### src/hw/rtl/rbf_kernel_evaluator_defines.svh
// Assertion macros for the RBF kernel evaluator top level.
`ifndef RBF_KERNEL_EVALUATOR_DEFINES_SVH
`define RBF_KERNEL_EVALUATOR_DEFINES_SVH

// Same-cycle implication, checked on clk outside reset.
`define RBF_ASSERT_IMPL(lbl, ante, cons) \
	lbl: assert property (@(posedge clk) disable iff (!arst_n) (ante) |-> (cons)) \
		else $error("rbf assertion failed");

// Next-cycle implication, checked on clk outside reset.
`define RBF_ASSERT_NEXT(lbl, ante, cons) \
	lbl: assert property (@(posedge clk) disable iff (!arst_n) (ante) |=> (cons)) \
		else $error("rbf assertion failed");

`endif

### src/hw/rtl/rbf_pkg.sv
// Types, constants and the exp fraction table of the RBF kernel evaluator.
`default_nettype none

package rbf_pkg;

	localparam int MAX_FEATURES = 256;
	localparam int ADDR_W       = $clog2(MAX_FEATURES);
	localparam int POS_W        = $clog2(MAX_FEATURES + 2);

	localparam int FEAT_W  = 16;
	localparam int GAMMA_W = 24;
	localparam int KERN_W  = 16;
	localparam int ROW_W   = 24;
	localparam int DIST_W  = 48;

	localparam logic [GAMMA_W-1:0] GAMMA_RESET = 24'd65536;
	localparam logic [DIST_W-1:0]  DIST_MAX    = '1;
	localparam logic [30:0]        LOG2E_Q30   = 31'd1549082005;

	localparam logic REQ_REF  = 1'b0;
	localparam logic REQ_DATA = 1'b1;

	// Job queue between the accumulate front end and the exp back end
	localparam int QDEPTH = 4;
	localparam int QPTR_W = $clog2(QDEPTH);
	localparam int QLVL_W = $clog2(QDEPTH + 1);
	localparam logic [QLVL_W-1:0] QFULL = QLVL_W'(QDEPTH);

	typedef struct packed {
		logic               req_type;
		logic signed [15:0] feature_value;
		logic               is_last_feature;
	} rbf_in_t;

	typedef struct packed {
		logic [15:0] kernel_value;
		logic [23:0] row_index;
		logic        length_error;
	} rbf_out_t;

	typedef struct packed {
		logic [DIST_W-1:0] dsum;
		logic [ROW_W-1:0]  row;
		logic              err;
	} rbf_job_t;

	typedef logic [16:0] exp_entry_t;
	typedef exp_entry_t [255:0] exp_table_t;

	function automatic logic [63:0] isqrt64(input logic [63:0] n_in);
		logic [63:0] n;
		logic [63:0] r;
		logic [63:0] b;
		n = n_in;
		r = '0;
		b = 64'd1 << 62;
		for (int i = 0; i < 32; i++) begin
			if (b > n)
				b = b >> 2;
		end
		for (int i = 0; i < 32; i++) begin
			if (b != 0) begin
				if (n >= r + b) begin
					n = n - (r + b);
					r = (r >> 1) + b;
				end else begin
					r = r >> 1;
				end
				b = b >> 2;
			end
		end
		return r;
	endfunction

	// T[f] = 2^(-f/256) in Q1.16, built from Q1.31 square-root factors
	function automatic exp_table_t build_exp_table();
		logic [63:0] r [8];
		logic [63:0] p;
		exp_table_t  t;
		r[7] = isqrt64(64'd1 << 61);
		for (int k = 6; k >= 0; k--)
			r[k] = isqrt64(r[k + 1] << 31);
		for (int f = 0; f < 256; f++) begin
			p = 64'd1 << 31;
			for (int k = 0; k < 8; k++) begin
				if (((f >> k) & 1) != 0)
					p = (p * r[k] + (64'd1 << 30)) >> 31;
			end
			t[f] = 17'((p + (64'd1 << 14)) >> 15);
		end
		return t;
	endfunction

	localparam exp_table_t EXP_TABLE = build_exp_table();

endpackage

`default_nettype wire

### src/hw/rtl/rbf_queue.sv
// Short job queue between the accumulate front end and the exp back end.
`default_nettype none

module rbf_queue (
	input  wire logic                       clk,
	input  wire logic                       arst_n,
	input  wire logic                       push,
	input  wire rbf_pkg::rbf_job_t          push_job,
	input  wire logic                       pop,
	output rbf_pkg::rbf_job_t               head,
	output logic [rbf_pkg::QLVL_W-1:0]      level
);

	localparam logic [rbf_pkg::QPTR_W-1:0] LAST_SLOT = rbf_pkg::QPTR_W'(rbf_pkg::QDEPTH - 1);

	rbf_pkg::rbf_job_t            slot_q [rbf_pkg::QDEPTH];
	logic [rbf_pkg::QPTR_W-1:0]   wr_ptr_q, rd_ptr_q;
	logic [rbf_pkg::QLVL_W-1:0]   level_q;

	always_ff @(posedge clk) begin
		if (push)
			slot_q[wr_ptr_q] <= push_job;
	end

	always_ff @(posedge clk or negedge arst_n) begin
		if (!arst_n) begin
			wr_ptr_q <= '0;
			rd_ptr_q <= '0;
			level_q  <= '0;
		end else begin
			if (push)
				wr_ptr_q <= (wr_ptr_q == LAST_SLOT) ? '0 : wr_ptr_q + 1'b1;
			if (pop)
				rd_ptr_q <= (rd_ptr_q == LAST_SLOT) ? '0 : rd_ptr_q + 1'b1;
			if (push && !pop)
				level_q <= level_q + 1'b1;
			else if (pop && !push)
				level_q <= level_q - 1'b1;
		end
	end

	assign head  = slot_q[rd_ptr_q];
	assign level = level_q;

endmodule

`default_nettype wire

### config.mk
export PLATFORM = sky130hd
export DESIGN_NAME = rbf_queue
export DESIGN_NICKNAME = d
export VERILOG_FILES = /design/src/hw/rtl/rbf_kernel_evaluator_defines.svh /design/src/hw/rtl/rbf_pkg.sv /design/src/hw/rtl/rbf_queue.sv
export SDC_FILE = /design/constraint.sdc
export NUM_CORES = 1
export LEC_CHECK = 0
export ABC_AREA = 1
export BUFFER_PORTS_ARGS = -buffer_cell sky130_fd_sc_hd__buf_4
export CORE_MARGIN = 2
export CORE_UTILIZATION = 50
export DETAILED_ROUTE_END_ITERATION = 16
export PLACE_DENSITY_LB_ADDON = 0.05
export SKIP_CTS_REPAIR_TIMING = 1
export SYNTH_ARGS = -nofsm -noshare
export SYNTH_HDL_FRONTEND = slang
export SYNTH_SLANG_ARGS = --single-unit
### constraint.sdc
create_clock -name clk -period 3.49 [get_ports clk]
set_input_delay 0.5235 -clock clk [delete_from_list [all_inputs] [get_ports clk]]
set_output_delay 0.5235 -clock clk [all_outputs]
set_load 0.03 [all_outputs]
---- Word-level counts from Yosys, hierarchy flattened ----
Memories as Yosys holds them, arrays and structs flattened.
Cells that the tools add are included.
storage, ports and cells
  register bits ........................... 7
  latch bits .............................. 0
  memory bits (writable) .................. 292
  bits in read-only memories .............. 0
  output and inout bits ................... 76
  logic and storage cells ................. 21
  memories ................................ 1
operators by class
  add/sub/neg operators ................... 4
  multiply operators ...................... 0
  div/mod/pow operators ................... 0
  $lt $le $gt $ge ......................... 0
  equality and inequality tests ........... 2
  shift operators ......................... 0
  multiplexer cells ....................... 6
  bitwise operators ....................... 0
  reduce and logical (&&, ||, !) cells .... 5
memory list
  name    words  width  read ports  clocked after Yosys merged registers in  wr ports  RTL line         source
  slot_q  4      73     1           0                                        1         rbf_queue.sv:16  rbf_pkg::rbf_job_t slot_q [rbf_pkg::QDEPTH];
operators by type and width
  operator             number
  $mux 3               2
  $add 2x1->2 const B  2
  $eq 2x2->1 const B   2
  $mux 2               2
  $add 3x1->3 const B  1
  $sub 3x1->3 const B  1
  $logic_and 1x1->1    2
  $logic_not 1->1      2
  $mux 1               2
  $reduce_bool 2->1    1

---- Depth between registers and ports, before layout ----
  word-level depth ........................ 4
  depth in mapped cells ................... 9

---- Worst setup path before layout ----
OpenSTA, ideal clock, no wires.
  path kind ............................... reg-to-reg
  start ................................... register wr_ptr_q[0] (netlist name)
  end ..................................... memory slot_q[0][0] (netlist name), enable pin
  arrival ................................. 2.076 ns
  data required time ...................... 3.063 ns
  slack ................................... 0.987 ns
  cell stages (with the launch flop) ...... 5
  cell sequence ........................... dfrtp_1 -> inv_1 -> ha_1 -> nand2_1 -> inv_1
RTL lines
  element                 RTL line         source
  start, declared         rbf_queue.sv:17  logic [rbf_pkg::QPTR_W-1:0] wr_ptr_q, rd_ptr_q;
  start signal, assigned  rbf_queue.sv:32  wr_ptr_q <= (wr_ptr_q == LAST_SLOT) ? '0 : wr_ptr_q + 1'b1;
  end, declared           rbf_queue.sv:16
Straight into the memory's write port.

==> results.yml <==
logic_synthesis:
  synth_largest_type_area_fraction_pct: 72.96
  syn_inst: 902
  synth_cell_type_count: 17
  async_reset_ff_share_pct: 2.341
  netlist.top_cell.by_area: "sky130_fd_sc_hd__edfxtp_1"
  mapped_nets: 986
  number_of_enable_flip_flop_cells_after_synthesis: 292
  ys_dominant_reg_cell: "sky130_fd_sc_hd__edfxtp_1"
  avgSynthCellArea_um2: 13.32
  leading_post_synthesis_cells_by_cell_area: "sky130_fd_sc_hd__edfxtp_1, sky130_fd_sc_hd__o211ai_1, sky130_fd_sc_hd__nand2_1, sky130_fd_sc_hd__inv_1, sky130_fd_sc_hd__buf_6"
  ys_seq_elements: 299
  netlist_area_mm2: 0.01202
  seq_area_frac_synth_pct: 74.42
  yosysWarnings: 0
  yosys-top-cells-count: "sky130_fd_sc_hd__edfxtp_1, sky130_fd_sc_hd__nand2_1, sky130_fd_sc_hd__inv_1"
  synth_most_common_cell: "sky130_fd_sc_hd__edfxtp_1"
timing:
  finalClockSkew_ns: 0.01099
  total_negative_slack_for_setup_checks_ns: 0
  timing_hold_violations_final: 0
  finalCriticalPeriod_ns: 2.821
  slew_headroom_pct: 57.35
  smallest_setup_slack_after_layout_ns: 0.6689
  grt_setup_unrepaired: "no"
  achievable-frequency_ghz: 0.3545
  worst-slew-pin-transition_ns: 0.6391
  setup_violations: 0
  period_share_pct: 80.83
  timing_max_transition_violations_final: 0
floorplan:
  top_level_ports: 153
  fp-row-count: 56
  start_util_pct: 51.05
  vert_die_dim_um: 159.0
  die_width_um: 159.0
  coreArea_mm2: 0.02354
  die_area_mm2: 0.02529
final_layout:
  antenna_cells_inserted: 0
  layout.filler_cells: 1868
  fin_area_mm2: 0.01436
  multiInputGateArea_mm2: 0.002117
  ff_latch_area_mm2: 0.008945
  post_route_cells_drive_above_1_share_pct: 20.00
  nNetsFinal: 1135
  synthToLayoutAreaGrowth_pct: 19.51
clock_tree:
  worst_setup_hold_path_clk_slew_ns: 0.06
  clk-insertion-delay-late_ns: 0.53
  cts_max_path_buffers: 3
  cts_tree: "yes"
  clock_sink_count: 299
  cts_root_buf: "sky130_fd_sc_hd__clkbuf_16"
  ctsHtreeMaxLevel: 1
  cts_inserted_buffers: 31
setup_path:
  critical_path_rt_ns: 2.97
  timing.critical_path.from_type: "flip-flop"
  crit_path_max_fanout: 92
  setup.worst_path.end_class: "output pin"
  worstSetupPathType: "flip-flop to output pin"
  crit_arrival_ns: 2.30
power_and_ir_drop:
  share_comb_of_total_power_pct: 37.5
  internal_power_mw: 7.952
  switching_share_of_total_power_pct: 36.69
  seqPwrFrac_pct: 37.8
  power.clock.fraction_pct: 24.8
  power.density_cell_area_mw_per_mm2: 874.6
  switching_power_of_the_nets_mw: 4.609
  p_total_mw: 12.56
  worst_ir_drop_vdd_uv: 527.6
  static-leakage-power_nw: 5.812
global_route:
  grt_max_degree: 93
  first_pass_grt_wire_length_um: 35710
  grt_pass1_vias: 6756
  grt_overflow: 0
  gr-usage-all-layers_pct: 17.80
  antenna_found_initial: 0
job:
  drv.max_cap_violation_count: 0
place:
  place_hpwl_um: 12690
  finalWeightedCongestion: 0.7075
  io_buffers: 152
  pre_cts_ws_ns: 1.207
  post_dp_cell_area_mm2: 0.01338
detailed_routing:
  drt.antenna.violating_nets: 0
  postRouteWirelength_um: 22450
  routedWlPerCell_um: 16.11
  via_count: 6905
  route.detailed.drc: 0
  route.detailed.vias_per_inst: 4.953
  count_of_tritonroute_iterations_in_the_first_routing_pass: 5
  first_iter_violations: 419
hold_path:
  min-delay-path-class: "input pin to flip-flop"
run_status:
  status: "completed"
[path summary, 6_finish.rpt]
| kind | from | to | slack [ns] | cells past startpoint |
|---|---|---|---|---|
| min reg2reg | level[2]$_DFFE_PN0P_ | level[2]$_DFFE_PN0P_ | 0.50 | 2 |
| max | rd_ptr_q[0]$_DFFE_PN0P_ | head[1] | 0.67 | 6 |
| max in group asynchronous | arst_n | rd_ptr_q[1]$_DFFE_PN0P_ | 3.02 | 2 |
| max reg2reg | wr_ptr_q[1]$_DFFE_PN0P_ | slot_q[1][4]$_DFFE_PP_ | 1.53 | 5 |
| min in group asynchronous | arst_n | level[0]$_DFFE_PN0P_ | 0.33 | 2 |
| min | push_job[71] | slot_q[2][71]$_DFFE_PP_ | 0.19 | 1 |
[layout make-up]
class / count / share of cell area (%)
Clock buffer: 39 / 5.610
Clock inverter: 18 / 1.150
Inverter: 159 / 4.243
Multi-Input combinational cell: 396 / 14.74
Sequential cell: 299 / 62.28
Tap cell: 319 / 2.779
Timing Repair Buffer: 164 / 9.199
[power by group through the flow]
| stage | clock network [mW] | logic (mW) | registers [mW] |
|---|---|---|---|
| 2_1_floorplan | 0 | 3.19 | 4.86 |
| 3_3_place_gp | 0 | 4.73 | 4.81 |
| 3_5_place_dp | 0 | 4.77 | 4.82 |
| 4_1_cts | 3.18 | 4.78 | 4.75 |
| 5_1_grt | 3.32 | 5.12 | 4.79 |
| 6_report | 3.11 | 4.71 | 4.74 |
[cells in the final DEF, fill, tap and decap left out, drive strengths merged, types with 2 or more instances in the layout]
| master | Yosys | final |
|---|---|---|
| o21ai | 4 | 4 |
| bufinv | 0 | 3 |
| o211ai | 146 | 146 |
| inv | 159 | 155 |
| dfrtp | 7 | 7 |
| buf | 47 | 163 |
| nand2 | 234 | 234 |
| ha | 6 | 6 |
| clkbuf | 1 | 39 |
| clkinvlp | 0 | 2 |
| clkinv | 0 | 17 |
| nor2 | 2 | 2 |
| edfxtp | 292 | 292 |
[per-stage QoR]
stage / instances / utilization, % / hold WS [ns]
6_report: 1394 / 61.01 / 0.1864
5_1_grt: 1394 / 61.01 / 0.1694
4_1_cts: 1393 / 60.96 / -0.2280
3_5_place_dp: 1336 / 56.84 / 0.3463
3_3_place_gp: 1336 / 56.84 / 0.3465
2_1_floorplan: 902 / - / 0.2279
[cells by family (layout without fill, tap and decap cells)]
| kind of cell | count (synthesis) | count (layout) | share of synthesized area (%) |
|---|---|---|---|
| DFF | 299 | 299 | 74.42 |
| and+or+nand+nor | 238 | 238 | 7.465 |
| buffers and inverters | 207 | 380 | 7.965 |
| AOI/OAI and AO/OA | 150 | 150 | 9.287 |
| adders and majority gates | 7 | 7 | 0.7912 |
| xor gates and xnor gates | 1 | 1 | 0.07289 |
[registers in the layout, indices dropped and copies added, names as in the netlist]
register / flops
slot_q: 292
level: 3
rd_ptr_q: 2
wr_ptr_q: 2
[routing by layer]
layer	vias up	wire, µm	track usage, %
met5	-	0	0
met4	0	265	4.050
met3	25	1266	3.621
met2	157	10970	30.93
met1	3281	9949	23.27
li1	3442	-	-
[critical path: stages (launching register included)]
cell and delay, ns:
sky130_fd_sc_hd__dfrtp_1 0.45, sky130_fd_sc_hd__inv_8 0.40, sky130_fd_sc_hd__buf_4 0.45, sky130_fd_sc_hd__nand2_1 0.10, sky130_fd_sc_hd__o211ai_1 0.10, sky130_fd_sc_hd__nand2_1 0.08
sky130_fd_sc_hd__buf_4 0.17
Power figures use the tool's default switching activity.
